**config.mk**
```make
export PLATFORM = sky130hd
export DESIGN_NAME = partition_window_crc32_core
export DESIGN_NICKNAME = d
export VERILOG_FILES = /design/src/rtl/core/pwc_pkg.sv /design/src/rtl/core/partition_window_crc32_core.sv /design/src/rtl/core/pwc_cfg_regs.sv /design/src/rtl/core/pwc_engine.sv
export VERILOG_INCLUDE_DIRS = /design/src /design/src/rtl/core
export SDC_FILE = /design/constraint.sdc
export NUM_CORES = 1
export LEC_CHECK = 0
export BUFFER_PORTS_ARGS = -buffer_cell sky130_fd_sc_hd__buf_2
export CAP_MARGIN = 20
export CORE_ASPECT_RATIO = 1.2
export CORE_MARGIN = 3
export CORE_UTILIZATION = 65
export DETAILED_ROUTE_END_ITERATION = 16
export MAX_ROUTING_LAYER = met4
export PLACE_DENSITY_LB_ADDON = 0.3
export SKIP_CTS_REPAIR_TIMING = 1
export SLEW_MARGIN = 40
export SYNTH_ARGS = -nofsm -noshare
export SYNTH_HDL_FRONTEND = slang
export SYNTH_HIERARCHICAL = 1
export SYNTH_SLANG_ARGS = --single-unit
export TNS_END_PERCENT = 1
```
**constraint.sdc**
```tcl
create_clock -name clk -period 14.45 [get_ports clk]
set_input_delay 1.445 -clock clk [delete_from_list [all_inputs] [get_ports clk]]
set_output_delay 1.445 -clock clk [all_outputs]
set_load 0.03 [all_outputs]
```
**src/rtl/core/partition_window_crc32_core_macros.svh**
```systemverilog
// Assertion macros shared by the partition window CRC-32 core.
`ifndef PARTITION_WINDOW_CRC32_CORE_MACROS_SVH
`define PARTITION_WINDOW_CRC32_CORE_MACROS_SVH

// Same-cycle implication, checked outside reset.
`define PWC_ASSERT_IMP(lbl, clk, rst, ante, cons, msg) \
  lbl: assert property (@(posedge clk) disable iff (rst) (ante) |-> (cons)) else $error(msg);

// Next-cycle implication, checked outside reset.
`define PWC_ASSERT_NXT(lbl, clk, rst, ante, cons, msg) \
  lbl: assert property (@(posedge clk) disable iff (rst) (ante) |=> (cons)) else $error(msg);

`endif

```
**src/rtl/core/pwc_pkg.sv**
```systemverilog
// Types, constants and the CRC-32 byte update for the partition window core.
`timescale 1ns / 1ps

package pwc_pkg;

  typedef logic [31:0] addr_t;
  typedef logic [23:0] len_t;
  typedef logic [1:0]  part_t;
  typedef logic [7:0]  byte_t;
  typedef logic [2:0]  cfg_idx_t;

  typedef addr_t [3:0] base_arr_t;
  typedef len_t  [3:0] size_arr_t;

  localparam int IN_TDATA_W  = 64;
  localparam int OUT_TDATA_W = 64;

  localparam addr_t CRC_POLY   = 32'hEDB8_8320;
  localparam addr_t CRC_INIT   = 32'hFFFF_FFFF;
  localparam addr_t BASE_RESET = 32'h0800_0000;

  // Request kinds carried on the input tuser
  localparam logic ACT_START = 1'b0;
  localparam logic ACT_DATA  = 1'b1;

  // Configuration register indexes
  localparam cfg_idx_t CFG_BOOT_BASE     = 3'd0;
  localparam cfg_idx_t CFG_APP_BASE      = 3'd1;
  localparam cfg_idx_t CFG_BACKUP_BASE   = 3'd2;
  localparam cfg_idx_t CFG_SETTINGS_BASE = 3'd3;
  localparam cfg_idx_t CFG_BOOT_SIZE     = 3'd4;
  localparam cfg_idx_t CFG_APP_SIZE      = 3'd5;
  localparam cfg_idx_t CFG_BACKUP_SIZE   = 3'd6;
  localparam cfg_idx_t CFG_SETTINGS_SIZE = 3'd7;

  // Partition codes
  localparam part_t PART_BOOT     = 2'd0;
  localparam part_t PART_APP      = 2'd1;
  localparam part_t PART_BACKUP   = 2'd2;
  localparam part_t PART_SETTINGS = 2'd3;

  typedef struct packed {
    logic  action;
    part_t partition;
    len_t  offset;
    len_t  length;
    byte_t data_byte;
  } in_item_t;

  typedef struct packed {
    logic  ok;
    addr_t phys_addr;
    addr_t crc_value;
    logic  done_res;
  } res_t;

  // Reflected CRC-32 over one byte, LSB first
  function automatic addr_t crc32_byte(input addr_t c, input byte_t b);
    addr_t r;
    r = c ^ {24'h0, b};
    for (int k = 0; k < 8; k++) begin
      r = r[0] ? ((r >> 1) ^ CRC_POLY) : (r >> 1);
    end
    return r;
  endfunction

endpackage

```
**src/rtl/core/partition_window_crc32_core.sv**
```systemverilog
// Top level: stream ports, configuration registers, input register, engine and result register.
`timescale 1ns / 1ps

// Partition window check with CRC-32. A start request (tuser 0) names a
// partition, offset and length; the block answers ok and base + offset if the
// window fits, else not ok, and after a good window of nonzero length takes
// exactly that many data requests (tuser 1), answering once with the inverted
// reflected CRC-32 and tlast set. A zero-length window answers done at once;
// data requests while idle are dropped. One request is taken every cycle
// while the result register has room; each passes an input register, window
// compare and byte-wide CRC logic, and a result register. Input ready falls
// only while the result register holds an untaken result. The user must write
// configuration only while no request is in flight; the block does not enforce it.
module partition_window_crc32_core
  import pwc_pkg::*;
(
  input  logic                   clk,
  input  logic                   rst,
  // Configuration write port
  input  logic                   cfg_we,
  input  cfg_idx_t               cfg_index,
  input  addr_t                  cfg_data,
  // Request stream
  input  logic                   s_axis_tvalid,
  output logic                   s_axis_tready,
  // tdata: partition[1:0], offset[25:2], length[49:26], data_byte[57:50], zero pad
  input  logic [IN_TDATA_W-1:0]  s_axis_tdata,
  // tuser: action
  input  logic [0:0]             s_axis_tuser,
  // Result stream
  output logic                   m_axis_tvalid,
  input  logic                   m_axis_tready,
  // tdata: phys_addr[31:0], crc_value[63:32]
  output logic [OUT_TDATA_W-1:0] m_axis_tdata,
  // tuser: ok
  output logic [0:0]             m_axis_tuser,
  // tlast: done_res
  output logic                   m_axis_tlast
);

  base_arr_t base;
  size_arr_t size;
  logic      in_valid;
  in_item_t  in_item;
  logic      eng_fire;
  logic      has_result;
  res_t      result;
  res_t      out_res;

  pwc_cfg_regs u_cfg (
    .clk       (clk),
    .rst       (rst),
    .cfg_we    (cfg_we),
    .cfg_index (cfg_index),
    .cfg_data  (cfg_data),
    .base      (base),
    .size      (size)
  );

  // Engine advances when the result register has room
  assign eng_fire      = in_valid && (!m_axis_tvalid || m_axis_tready);
  assign s_axis_tready = !in_valid || eng_fire;

  // Input register
  always_ff @(posedge clk) begin
    if (rst) begin
      in_valid <= 1'b0;
    end else if (s_axis_tready) begin
      in_valid <= s_axis_tvalid;
    end
  end

  always_ff @(posedge clk) begin
    if (s_axis_tvalid && s_axis_tready) begin
      in_item.action    <= s_axis_tuser[0];
      in_item.partition <= s_axis_tdata[1:0];
      in_item.offset    <= s_axis_tdata[25:2];
      in_item.length    <= s_axis_tdata[49:26];
      in_item.data_byte <= s_axis_tdata[57:50];
    end
  end

  pwc_engine u_engine (
    .clk        (clk),
    .rst        (rst),
    .fire       (eng_fire),
    .item       (in_item),
    .base       (base),
    .size       (size),
    .has_result (has_result),
    .result     (result)
  );

  // Result register
  always_ff @(posedge clk) begin
    if (rst) begin
      m_axis_tvalid <= 1'b0;
    end else if (eng_fire && has_result) begin
      m_axis_tvalid <= 1'b1;
    end else if (m_axis_tready) begin
      m_axis_tvalid <= 1'b0;
    end
  end

  always_ff @(posedge clk) begin
    if (eng_fire && has_result) begin
      out_res <= result;
    end
  end

  assign m_axis_tdata = {out_res.crc_value, out_res.phys_addr};
  assign m_axis_tuser = out_res.ok;
  assign m_axis_tlast = out_res.done_res;

endmodule

```
**src/rtl/core/pwc_cfg_regs.sv**
```systemverilog
// Base and size registers of the four partitions.
`timescale 1ns / 1ps

module pwc_cfg_regs
  import pwc_pkg::*;
(
  input  logic      clk,
  input  logic      rst,
  input  logic      cfg_we,
  input  cfg_idx_t  cfg_index,
  input  addr_t     cfg_data,
  output base_arr_t base,
  output size_arr_t size
);

  // Register writes; size registers keep the low 24 bits
  always_ff @(posedge clk) begin
    if (rst) begin
      base <= {4{BASE_RESET}};
      size <= '0;
    end else if (cfg_we) begin
      unique case (cfg_index)
        CFG_BOOT_BASE:     base[PART_BOOT]     <= cfg_data;
        CFG_APP_BASE:      base[PART_APP]      <= cfg_data;
        CFG_BACKUP_BASE:   base[PART_BACKUP]   <= cfg_data;
        CFG_SETTINGS_BASE: base[PART_SETTINGS] <= cfg_data;
        CFG_BOOT_SIZE:     size[PART_BOOT]     <= cfg_data[23:0];
        CFG_APP_SIZE:      size[PART_APP]      <= cfg_data[23:0];
        CFG_BACKUP_SIZE:   size[PART_BACKUP]   <= cfg_data[23:0];
        CFG_SETTINGS_SIZE: size[PART_SETTINGS] <= cfg_data[23:0];
      endcase
    end
  end

endmodule

```
**src/rtl/core/pwc_engine.sv**
```systemverilog
// Window check and running CRC-32 state; builds at most one result per request.
`timescale 1ns / 1ps

module pwc_engine
  import pwc_pkg::*;
(
  input  logic      clk,
  input  logic      rst,
  input  logic      fire,
  input  in_item_t  item,
  input  base_arr_t base,
  input  size_arr_t size,
  output logic      has_result,
  output res_t      result
);

`include "partition_window_crc32_core_macros.svh"

  addr_t crc_reg, crc_reg_next;
  len_t  bytes_left, bytes_left_next;
  logic  busy, busy_next;

  logic [24:0] window_end;
  logic        fits;
  addr_t       crc_upd;
  len_t        left_dec;

  // Window bounds at full width, and the byte update
  assign window_end = {1'b0, item.offset} + {1'b0, item.length};
  assign fits       = window_end <= {1'b0, size[item.partition]};
  assign crc_upd    = crc32_byte(crc_reg, item.data_byte);
  assign left_dec   = bytes_left - 24'd1;

  // Next state and result
  always_comb begin
    crc_reg_next    = crc_reg;
    bytes_left_next = bytes_left;
    busy_next       = busy;
    has_result      = 1'b0;
    result          = '0;
    if (item.action == ACT_START) begin
      crc_reg_next    = CRC_INIT;
      bytes_left_next = '0;
      busy_next       = 1'b0;
      has_result      = 1'b1;
      if (fits) begin
        result.ok        = 1'b1;
        result.phys_addr = base[item.partition] + {8'h0, item.offset};
        if (item.length == '0) begin
          result.done_res = 1'b1;
        end else begin
          bytes_left_next = item.length;
          busy_next       = 1'b1;
        end
      end
    end else if (busy) begin
      bytes_left_next = left_dec;
      if (left_dec == '0) begin
        busy_next        = 1'b0;
        crc_reg_next     = CRC_INIT;
        has_result       = 1'b1;
        result.ok        = 1'b1;
        result.crc_value = crc_upd ^ CRC_INIT;
        result.done_res  = 1'b1;
      end else begin
        crc_reg_next = crc_upd;
      end
    end
  end

  // State registers
  always_ff @(posedge clk) begin
    if (rst) begin
      crc_reg    <= CRC_INIT;
      bytes_left <= '0;
      busy       <= 1'b0;
    end else if (fire) begin
      crc_reg    <= crc_reg_next;
      bytes_left <= bytes_left_next;
      busy       <= busy_next;
    end
  end

  `PWC_ASSERT_IMP(a_busy_has_bytes, clk, rst, busy, bytes_left != '0, "busy with no bytes left")
  `PWC_ASSERT_IMP(a_idle_crc_init, clk, rst, !busy, crc_reg == CRC_INIT, "idle with stale CRC")
  `PWC_ASSERT_IMP(a_done_is_ok, clk, rst, has_result && result.done_res, result.ok,
                  "completed checksum without ok")
  `PWC_ASSERT_NXT(a_start_resets_crc, clk, rst, fire && item.action == ACT_START,
                  crc_reg == CRC_INIT, "start did not reinitialize CRC")

endmodule

```
==> results by group, run 1 <==
Route
  – Post-route ant nets: 0
  – Violation count after the first detailed-route iteration: around 1.2k
  – Drt first pass iters: 7
  – Number of vias after detailed routing: ~15k
  – Per-cell via count in the routed design: between 6 and 7
  – Drt drc: 0
  – Post-detailed-routing wire length: roughly 50000 um
  – Routed wirelength normalized by instance count: ~20 um

Hold path
  – Min-delay src: u_cfg/size[48]$_SDFFE_PP0P_
  – Class of the most critical hold timing path: reg2reg
  – Hold Path Stages: 2
  – Endpoint, Worst Hold: u_cfg/size[48]$_SDFFE_PP0P_

Place
  – Post-DP HPWL: approximately 34000 um
  – Routability congestion estimate: 0.9308
  – Port bufs: ~170

Critical path
  – Launch instance of the worst register-to-register path: in_item[15]$_DFFE_PP_
  – Largest driver fanout on the critical path: 27
  – Sort of element at the start of the critical path: flop
  – Reg2Reg Capture Point: u_engine/bytes_left[0]$_SDFFE_PP0P_
  – Minimum setup slack among reg-to-reg paths: 8.70 ns
  – Worst reg2reg path depth: 18
  – Arr. time, crit path: 6.20 ns
  – CP required: about 15 ns
  – Critical path type: reg2reg
  – Type of destination of the critical path: flop

Global routing
  – Number of global-route vias before repair: 15.37k
  – Number of antenna violations at the first check in global routing: 1
  – First-pass GRT wire length: 79740 um
  – Gr usage total: 0.2956
  – Total congestion overflow after global routing: 0
  – Maximum number of pins on one net before global-route repair: approximately 170

Synth
  – Number of nets produced by synthesis: 2142
  – Number of unique standard cell types used by synthesis: 87
  – Area of the mapped netlist: roughly 0.021 mm2
  – Sequential element share of the synthesized area: 0.4461
  – Syn_area_per_cell: between 10 and 15 um2
  – Share of the synthesized area in the top cell type: 0.2683
  – Top_reg_cell synth: dfxtp_1
  – Synth Warn #: 6
  – Share of flip-flops with an asynchronous set or reset after synthesis: 0
  – Synthesized instance count: about 2.0k
  – Library cell with the largest summed area after synthesis: dfxtp_1
  – Number of enable-type register cells in the synthesized netlist: 125
  – Number of register bits inferred by synthesis: around 400
  – Main area contributors after synthesis: dfxtp_1, edfxtp_1, mux2i_1, nand2b_1, mux4_2

Die
  – Starting density of the core: 0.6658
  – Row count: 71
  – Top-level port count: 173
  – Die area: roughly 0.035 mm2
  – Vertical die dimension: 203.4 um
  – Width of the die: 170.5 um
  – Floorplan Core Area: 0.03171 mm2

STA
  – Setup repair after global routing missed its margin: no
  – Count of final max-slew check failures: 0
  – Worst max-slew margin expressed relative to the limit: 0.4906
  – # setup viols final: 0
  – Final worst-path cycle share: 0.3976
  – F_max: around 170 MHz
  – Clock skew after layout: 0.03005 ns
  – Final hold violation count: 0
  – Min Tclk post-route: approximately 5.7 ns
  – Transition at the pin with the smallest max-transition slack: between 0.7 and 0.8 ns
  – Post-route setup TNS: 0 ns

Clock tree
  – Clock buffers created by TritonCTS: 42
  – Clock Pin Slew Worst Setup and Hold Paths: around 0.07 ns
  – Number of levels in the clock H-tree: 2
  – Root Buffer: clkbuf_16
  – Clock tree from TritonCTS: done
  – # clock sinks: 408
  – Clock latency reported for the late side of the worst-skew pair: between 0.5 and 0.6 ns
  – Clock Path Buffers: 3

Power and ir drop
  – Internal portion of total power: between 0.002 and 0.0025 W
  – Cell area power density: ~120 mW/mm2
  – Portion of total power attributed to sequential cells: 0.438
  – Net switching power: 0.0007537 W
  – Relative contribution of the clock network to total power: 0.405
  – Max rail drop VDD: approximately 0.00010 V
  – Switching power as a share of total power: 0.2645
  – Portion of total power attributed to combinational logic: 0.158
  – Leakage: about 10 nW

Cells and area
  – Number of flip-flops in the largest register: around 130
  – Filler Cells Inserted: ~2.2k
  – Fin nets: around 2.2k
  – Reg area: about 0.0094 mm2
  – Total area of multi-input combinational cells: 0.01096 mm2
  – Post-synthesis to final-layout area growth: 11.80%
  – Most flop-heavy register: u_cfg/base
  – Share of the core filled with cells: 0.7444
  – Fraction of final layout cells sized beyond drive strength 1: 0.1684

Outcome
  – Result of the run: completed

Run
  – Max capacitance violation total: 0
==> worst max-delay path, stage by stage, from the launching register on <==
cell	delay (ns)
edfxtp_1	0.48
ha_1	0.32
or3_1	0.44
nor4_1	0.29
o21ai_0	0.28
a31oi_1	0.42
nor3_1	0.11
nor3_1	0.34
a21oi_1	0.13
xor2_1	0.16
ha_1	0.32
nor2b_1	0.13
a2111oi_0	0.65
a221o_1	0.26
a31oi_1	0.07
a311oi_4	0.41
buf_4	0.39
a32oi_1	0.14
o32ai_1	0.30
==> power by group through the flow <==
stage / Sequential, W / Clock (W) / Combinational (W)
after detailed placement: 0.00127 / 0 / 0.000438
after floorplan: 0.00127 / 0 / 0.000330
after global routing: 0.00125 / 0.00121 / 0.000491
after global placement: 0.00127 / 0 / 0.000428
after CTS: 0.00125 / 0.00117 / 0.000443
final: 0.00125 / 0.00115 / 0.000449
==> synth_stat cells (4+ instances only) <==
library cell,count
nor3_1,40
o32ai_1,4
dfxtp_1,283
o21ai_0,38
o21ai_1,21
inv_1,48
a211o_1,5
mux2i_1,224
o21a_1,8
a32oi_1,5
a21o_1,18
nand4_1,34
xnor2_1,82
or2_2,4
o31ai_1,4
xor2_1,45
nand2b_1,287
a221oi_1,16
and3_1,7
buf_1,13
or3_1,4
nand2_1,53
mux4_2,56
ha_1,74
nand3_1,13
a211oi_1,9
nor2b_1,14
clkbuf_1,85
and2_1,10
a31oi_1,6
buf_2,28
nor2_1,124
edfxtp_1,125
nand3b_1,4
buf_6,7
nor4_1,13
a21oi_1,67
o32a_1,11
==> placed cells by master, fill, tap and decap left out, types with 8 or more instances in the layout <==
master,count
nor3_1,40
nor2b_1,13
buf_2,165
o21a_1,8
clkbuf_16,44
ha_1,74
o21ai_0,37
nand2b_1,286
mux4_2,56
a221oi_1,16
xnor2_1,81
dfxtp_1,283
o21ai_1,22
xor2_1,45
buf_4,18
a211oi_1,9
mux2i_1,224
nand3_1,13
nor4_1,13
clkinv_2,10
nand4_1,34
o32a_1,11
nor2_1,124
edfxtp_1,125
a21oi_1,66
and2_1,9
inv_1,48
nand2_1,53
a21o_1,18
==> layout make-up <==
type                            instances  area share
Inverter                               49    0.007791
Tap cell                              401     0.02125
Antenna cell                            1   0.0001060
Timing Repair Buffer                  188     0.04393
Clock inverter                         26     0.01389
Clock buffer                           52     0.05003
Multi-Input combinational cell       1367      0.4640
Sequential cell                       408      0.3990
==> routing by layer <==
metal,global-route usage,share of wire
met5,-,0
met3,0.03781,0.049
met2,0.4945,0.49
met4,0.1032,0.036
met1,0.3712,0.42
==> per-stage QoR <==
step / hold slack [ns] / setup slack, ns / std cells / total power [W] / cell area, um2
final: 0.4723 / 8.704 / 2492 / 0.002849 / 23610
after global routing: 0.4843 / 8.428 / 2492 / 0.002955 / 23610
after floorplan: 0.4453 / 8.527 / 1961 / 0.001599 / 21120
after global placement: 0.4546 / 8.938 / 2412 / 0.001697 / 22040
after CTS: 0.4747 / 8.831 / 2490 / 0.002859 / 23570
after detailed placement: 0.4629 / 8.872 / 2412 / 0.001709 / 22060
==> cell families after synthesis <==
family,Yosys count,synth area share
buffers and inverters,186,0.03887
AND/OR/NAND/NOR,640,0.1733
flip-flops,408,0.4461
adder cells (fa/ha/maj),76,0.04574
AO/OA/AOI/OAI,242,0.07596
XOR/XNOR,129,0.05422
multiplexers,280,0.1659
==> worst max path at each step <==
stage / from / end / slack [ns] / depth (start not counted)
finish: in_item[15]$_DFFE_PP_ / u_engine/bytes_left[0]$_SDFFE_PP0P_ / 8.70 / 18
floorplan: u_engine/bytes_left[2]$_SDFFE_PP0P_ / m_axis_tdata[0]$_DFFE_PP_ / 8.53 / 11
detailed placement: in_item[15]$_DFFE_PP_ / u_engine/bytes_left[0]$_SDFFE_PP0P_ / 8.87 / 18
global route: in_item[15]$_DFFE_PP_ / u_engine/bytes_left[19]$_SDFFE_PP0P_ / 8.43 / 18
CTS: in_item[15]$_DFFE_PP_ / u_engine/bytes_left[0]$_SDFFE_PP0P_ / 8.83 / 18
global placement: in_item[15]$_DFFE_PP_ / u_engine/bytes_left[19]$_SDFFE_PP0P_ / 8.94 / 18
No activity file was read; power rests on OpenSTA's default activity.
==> inputs of run 2 (changes only) <==
--- a/config.mk
+++ b/config.mk
@@ -10,7 +10,7 @@
 export CAP_MARGIN = 20
 export CORE_ASPECT_RATIO = 1.2
 export CORE_MARGIN = 3
-export CORE_UTILIZATION = 65
+export CORE_UTILIZATION = 55
 export DETAILED_ROUTE_END_ITERATION = 16
 export MAX_ROUTING_LAYER = met4
 export PLACE_DENSITY_LB_ADDON = 0.3
==> constraint.sdc (replaced) <==
create_clock -name clk -period 5.15 [get_ports clk]
set_input_delay 0.515 -clock clk [delete_from_list [all_inputs] [get_ports clk]]
set_output_delay 0.515 -clock clk [all_outputs]
set_load 0.03 [all_outputs]
==> run 2 against run 1 <==
  * Non-clock buffer count up 15
  * First-iteration DRC count decreased by 12%
  * Count of clock-buffer cells in the layout up 11
==> results by group, run 2 (same netlist as run 1, synthesis figures left out) <==
Die
  – Width of the die: between 150 and 200 um
  – Floorplan Core Area: 0.03787 mm2
  – Starting density of the core: 0.5577
  – Row count: around 80
  – Top-level port count: between 150 and 200
  – Vertical die dimension: about 220 um
  – Die area: 0.04079 mm2

Place
  – Total instance count after detailed placement: 2507
  – Port bufs: 166
  – Post-DP HPWL: around 35000 um
  – Total cell area at the placement stage: about 0.022 mm2
  – Worst setup timing slack at the placement stage: -0.03421 ns
  – Routability congestion estimate: roughly 0.9

Power and ir drop
  – Relative contribution of the clock network to total power: 0.379
  – Portion of total power attributed to combinational logic: 0.169
  – Net switching power: between 0.002 and 0.0025 W
  – Switching power as a share of total power: 0.2695
  – Leakage: slightly above 10 nW
  – Internal portion of total power: between 0.005 and 0.006 W
  – Max rail drop VDD: just over 0.0002 V
  – Portion of total power attributed to sequential cells: 0.453
  – Cell area power density: about 330 mW/mm2

Global routing
  – First-pass GRT wire length: a little over 80000 um
  – Maximum number of pins on one net before global-route repair: between 100 and 150
  – Met1 global-route usage: 0.3305
  – Number of antenna violations at the first check in global routing: 0
  – Total congestion overflow after global routing: 0
  – Number of global-route vias before repair: between 15k and 20k
  – Most utilized layer in the global route result: met2
  – Met2 demand-to-capacity share in global routing: 0.4162
  – Met3 track demand over resource in global routing: 0.02828
  – Gr usage total: 0.2537

Hold path
  – Hold Path Stages: 1
  – Class of the most critical hold timing path: in2reg

Cells and area
  – Number of flip-flops in the largest register: around 130
  – Antenna cell count: 0
  – Post-route cell area: between 0.02 and 0.025 mm2
  – Most common cell after layout, fill and taps aside: nand2b_1
  – Post-layout instance count excluding filler cells: approximately 2.6k
  – Most flop-heavy register: u_cfg/base
  – Most frequent cells in the layout: nand2b_1, dfxtp_1, mux2i_1
  – Post-synthesis to final-layout area growth: 12.31%
  – Filler Cells Inserted: 3121
  – Fin nets: about 2.3k
  – Fraction of final layout cells sized beyond drive strength 1: 0.1741

Run
  – Max capacitance violation total: 0

Critical path
  – Worst path cell trace: ha_1 -> a21oi_1 -> nor2b_1 -> nor4_2 -> o21ai_0 -> a31oi_2 -> nor3_1 -> nor3_1 -> a21oi_1 -> xor2_1 -> ha_1 -> nor2b_1 -> a2111oi_4 -> a221o_1 -> a31oi_4 -> a311o_1 -> buf_12 -> nor2_1 -> a31o_2
  – Arr. time, crit path: between 5 and 6 ns
  – Type of destination of the critical path: flop
  – CP required: 5.44 ns
  – Largest driver fanout on the critical path: 32
  – Cell type of the slowest stage on the worst timing path: edfxtp_1
  – Delay of the slowest cell on the worst path: approximately 0.45 ns
  – Worst reg2reg path depth: 19
  – Critical path type: reg2reg
  – Sort of element at the start of the critical path: flop

STA
  – Transition at the pin with the smallest max-transition slack: about 0.77 ns
  – Fin Hold WS: about 0.14 ns
  – Setup repair after global routing missed its margin: yes
  – Clock skew after layout: 0.02080 ns
  – Setup slack after layout: 0.2032 ns
  – Final hold violation count: 0
  – Min Tclk post-route: between 4 and 5 ns
  – Count of final max-slew check failures: 0
  – Worst max-slew margin expressed relative to the limit: 0.4868
  – # setup viols final: 0
  – F_max: 202.1 MHz
  – Final worst-path cycle share: 0.9606

Clock tree
  – Clock tree from TritonCTS: done
  – # clock sinks: approximately 410
  – Clock Pin Slew Worst Setup and Hold Paths: roughly 0.07 ns
  – Clock Path Buffers: 3
  – Root Buffer: clkbuf_16
  – Clock latency reported for the late side of the worst-skew pair: 0.55 ns
  – Clock buffers created by TritonCTS: just over 40
  – Number of levels in the clock H-tree: 2

Route
  – Drt first pass iters: 6
  – Post-route ant nets: 0
  – Drt drc: 0
  – Per-cell via count in the routed design: about 5.8
  – Number of vias after detailed routing: 15.10k
  – Routed wirelength normalized by instance count: a little under 20 um
  – Violation count after the first detailed-route iteration: roughly 1.1k
  – Post-detailed-routing wire length: about 50000 um

Outcome
  – Result of the run: completed
[run 2: cell types whose count changed in the layout (fill, tap and decap cells not counted), moves of 4 or more]
| cell | change |
|---|---|
| buf_12 | +4 |
| buf_4 | +14 |
| bufinv_16 | -5 |
| clkbuf_1 | +10 |
| clkinv_1 | -5 |
[run 2: cell type report]
| class | count | area, um2 | area share |
|---|---|---|---|
| well taps | 480 | 600.6 | 0.02532 |
| multi-input cells | 1367 | 11030 | 0.4652 |
| repair buffers | 203 | 1169 | 0.04928 |
| flip-flops and latches | 408 | 9419 | 0.3972 |
| inverters | 49 | 183.9 | 0.007756 |
| clock inverters | 12 | 90.09 | 0.003799 |
| clock buffers | 63 | 1221 | 0.05149 |
[run 2: metal layers]
metal / up-vias / wire length [um]
li1: 7202 / -
met5: - / 0
met3: 105 / 2190
met2: 361 / 24700
met1: 7432 / 22850
met4: 0 / 1626
[run 2: path summary, 6_finish.rpt]
kind	startpoint	to	slack, ns
max	in_item[11]$_DFFE_PP_	m_axis_tdata[30]$_DFFE_PP_	0.20
max reg2reg	in_item[11]$_DFFE_PP_	m_axis_tdata[30]$_DFFE_PP_	0.20
min reg2reg	u_cfg/base[93]$_SDFFE_PP0P_	u_cfg/base[93]$_SDFFE_PP0P_	0.47
min	s_axis_tdata[42]	in_item[24]$_DFFE_PP_	0.14
[run 2: critical path: cells and delay by family, from the launching register on]
family | cells | cell delay (ns)
simple gates | 6 | 1.09
flops | 1 | 0.45
buf+inv | 1 | 0.22
compound gates | 9 | 2.05
xor+xnor | 1 | 0.16
fa+ha+maj | 2 | 0.73
[run 2: metrics by stage]
step / util / TNS [ns] / power, W
3_3_place_gp: 0.5894 / 0 / 0.004796
2_1_floorplan: - / 0 / 0.004485
5_1_grt: 0.6263 / -0.01751 / 0.008032
6_report: 0.6263 / 0 / 0.007731
3_5_place_dp: 0.5898 / -0.04633 / 0.004829
4_1_cts: 0.6244 / -0.3264 / 0.007750
[run 2: power by group through the flow]
| stage | Combinational, W | Clock, W | Sequential, W |
|---|---|---|---|
| finish | 0.00131 | 0.00293 | 0.00350 |
| CTS | 0.00127 | 0.00298 | 0.00350 |
| global route | 0.00143 | 0.00310 | 0.00351 |
| detailed placement | 0.00126 | 0 | 0.00357 |
| floorplan | 0.000925 | 0 | 0.00356 |
| global placement | 0.00123 | 0 | 0.00356 |
==> inputs of run 3 (changes only) <==
--- a/config.mk
+++ b/config.mk
@@ -7,11 +7,11 @@
 export NUM_CORES = 1
 export LEC_CHECK = 0
 export BUFFER_PORTS_ARGS = -buffer_cell sky130_fd_sc_hd__buf_2
-export CAP_MARGIN = 20
 export CORE_ASPECT_RATIO = 1.2
 export CORE_MARGIN = 3
 export CORE_UTILIZATION = 55
 export DETAILED_ROUTE_END_ITERATION = 16
+export HOLD_SLACK_MARGIN = 0.08
 export MAX_ROUTING_LAYER = met4
 export PLACE_DENSITY_LB_ADDON = 0.3
 export SKIP_CTS_REPAIR_TIMING = 1
==> constraint.sdc (replaced) <==
create_clock -name clk -period 4.45 [get_ports clk]
set_input_delay 0.445 -clock clk [delete_from_list [all_inputs] [get_ports clk]]
set_output_delay 0.445 -clock clk [all_outputs]
set_load 0.03 [all_outputs]
==> run 3 against run 2 <==
  * The run now ends with negative setup slack left
  * Critical path type unchanged
  * Largest power group unchanged
  * Setup slack got worse by 0.39 ns
  * Wire length rose by 4.4%
  * Largest cell class unchanged
  * Sequential share of layout area fell by 2.1 points
  * Via count rose by 3.1%
  * Count of clock-buffer cells in the layout fell by 5
  * Non-clock buffer count rose by 121
==> results by group, run 3 (same netlist as run 1, synthesis figures left out) <==
Critical path
  – Crit path launch: in_item[32]$_DFFE_PP_
  – Critical path type: reg2reg
  – Delay of the slowest cell on the worst path: about 0.42 ns
  – Minimum setup slack among reg-to-reg paths: -0.19 ns
  – Kind of cell adding the most delay to the critical path: compound AO/OA/AOI/OAI gates
  – Sort of element at the start of the critical path: flop
  – Reg2Reg Capture Point: u_engine/bytes_left[16]$_SDFFE_PP0P_
  – Type of destination of the critical path: flop
  – End of the critical path: u_engine/bytes_left[16]$_SDFFE_PP0P_
  – Worst reg2reg path depth: 24
  – Worst path cell trace: ha_2 -> inv_2 -> fa_2 -> nand2b_4 -> a21oi_4 -> or2_4 -> a211oi_4 -> o211a_1 -> nor3_2 -> buf_4 -> and2_4 -> nor2_2 -> ha_1 -> a21o_1 -> a21o_1 -> a2111oi_2 -> buf_4 -> a221o_1 -> a31oi_4 -> a311oi_4 -> buf_6 -> clkbuf_16 -> a221oi_2 -> nor3_1
  – Launch instance of the worst register-to-register path: in_item[32]$_DFFE_PP_
  – Cell type of the slowest stage on the worst timing path: a311oi_4
  – Largest driver fanout on the critical path: 7
  – Number of cells on the critical path: 24
  – CP required: 4.91 ns
  – Arr. time, crit path: a little over 5 ns
  – CP bufs+invs: 5

Power and ir drop
  – Max rail drop VDD: roughly 0.00036 V
  – Cell area power density: 369.6 mW/mm2
  – Leakage: 10.72 nW

Outcome
  – Result of the run: finished, violations left
  – Violations in the final reports: negative setup slack

Cells and area
  – Most frequent cells in the layout: nand2b_1, dfxtp_1, mux2i_1
  – Antenna cell count: 0
  – Number of flip-flops in the largest register: about 130
  – Most flop-heavy register: u_cfg/base
  – Share of the core filled with cells: 0.6619
  – Fraction of final layout cells sized beyond drive strength 1: 0.2195
  – Post-synthesis to final-layout area growth: 18.69%
  – Filler Cells Inserted: 2926
  – Fin nets: around 2.4k
  – Post-layout instance count excluding filler cells: about 2.7k
  – Most common cell after layout, fill and taps aside: nand2b_1

Global routing
  – Gr usage total: 0.2542
  – Number of global-route vias before repair: approximately 15k
  – First-pass GRT wire length: around 80000 um
  – Number of antenna violations at the first check in global routing: 0
  – Met1 global-route usage: 0.3251
  – Total congestion overflow after global routing: 0
  – Met2 demand-to-capacity share in global routing: 0.4199
  – Maximum number of pins on one net before global-route repair: between 150 and 200
  – Most utilized layer in the global route result: met2
  – Met3 track demand over resource in global routing: 0.03584

STA
  – Final worst-path cycle share: 1.042
  – Setup repair after global routing missed its margin: yes
  – Final hold violation count: 0
  – F_max: ~220 MHz
  – Setup slack after layout: -0.1874 ns
  – # setup viols final: 30
  – Worst max-slew margin expressed relative to the limit: 0.4776
  – Clock skew after layout: 0.02570 ns
  – Min Tclk post-route: about 4.6 ns
  – Post-route setup TNS: -3.607 ns
  – Transition at the pin with the smallest max-transition slack: between 0.7 and 0.8 ns
  – Count of final max-slew check failures: 0

Route
  – Drt drc: 0
  – Post-route ant nets: 0
  – Per-cell via count in the routed design: 5.761
  – Post-detailed-routing wire length: approximately 54000 um
  – Violation count after the first detailed-route iteration: 998
  – Routed wirelength normalized by instance count: between 15 and 20 um
  – Number of vias after detailed routing: ~16k
  – Drt first pass iters: 5

Clock tree
  – Clock buffers created by TritonCTS: 42
  – # clock sinks: 408
  – Clock Pin Slew Worst Setup and Hold Paths: approximately 0.060 ns
  – Number of levels in the clock H-tree: 2
  – Clock Path Buffers: 3
  – Clock latency reported for the late side of the worst-skew pair: 0.56 ns
  – Clock tree from TritonCTS: done
  – Root Buffer: clkbuf_16

Die
  – Die area: between 0.04 and 0.05 mm2
  – Top-level port count: around 170
  – Width of the die: roughly 180 um
  – Starting density of the core: 0.5577
  – Row count: 78
  – Floorplan Core Area: about 0.038 mm2
  – Vertical die dimension: 220.6 um

Place
  – Post-DP HPWL: 36460 um
  – Port bufs: around 170
  – Worst setup timing slack at the placement stage: -0.4400 ns
  – Routability congestion estimate: 0.9240
  – Total instance count after detailed placement: roughly 2.6k

Hold path
  – Class of the most critical hold timing path: in2reg

Run
  – Max capacitance violation total: 0
-- run 3: final cells by class --
cell class                 count  area [um2]  area share
clock buffer                  58        1172     0.04678
clock inverter                17       181.4    0.007238
inverter                      49       183.9    0.007338
multi-input combinational   1367       11240      0.4483
sequential                   408        9419      0.3758
tap                          480       600.6     0.02396
timing repair buffer         324        2270     0.09056
-- run 3: where the power goes --
part	internal, W	switching [W]
clock	0.00202	0.00147
sequential	0.00396	0.0000896
combinational	0.000768	0.000955
-- run 3: worst min-delay path by stage --
| stage | to | cells past startpoint | startpoint |
|---|---|---|---|
| 2_1_floorplan | u_cfg/base[10]$_SDFFE_PP0P_ | 2 | u_cfg/base[10]$_SDFFE_PP0P_ |
| 3_3_place_gp | u_cfg/base[5]$_SDFFE_PP0P_ | 2 | u_cfg/base[5]$_SDFFE_PP0P_ |
| 3_5_place_dp | u_cfg/base[77]$_SDFFE_PP0P_ | 2 | u_cfg/base[77]$_SDFFE_PP0P_ |
| 4_1_cts | in_item[5]$_DFFE_PP_ | 1 | s_axis_tdata[55] |
| 5_1_grt | in_item[35]$_DFFE_PP_ | 1 | s_axis_tdata[5] |
| 6_report | in_item[43]$_DFFE_PP_ | 1 | s_axis_tdata[13] |
-- run 3: worst register-to-register path, delay by kind of cell (launching register included) --
kind,cells,cell delay (ns)
adder cells (fa/ha/maj),3,0.84
buffers and inverters,5,0.71
flip-flops,1,0.35
AND/OR/NAND/NOR,6,0.83
AO/OA/AOI/OAI,10,1.80
-- run 3: metrics by stage --
step	total power, W	hold WS, ns	cell area (um2)
6_report	0.009264	0.09738	25060
5_1_grt	0.009620	0.07995	25060
4_1_cts	0.009162	0.03800	24310
3_5_place_dp	0.005680	0.4648	22950
3_3_place_gp	0.005640	0.4551	22930
2_1_floorplan	0.005190	0.4453	21130
-- run 3: routing by layer --
metal	vias to the layer above	part of all wire
met4	0	0.032
met2	421	0.48
met3	116	0.046
li1	7441	-
met1	7595	0.44
met5	-	0
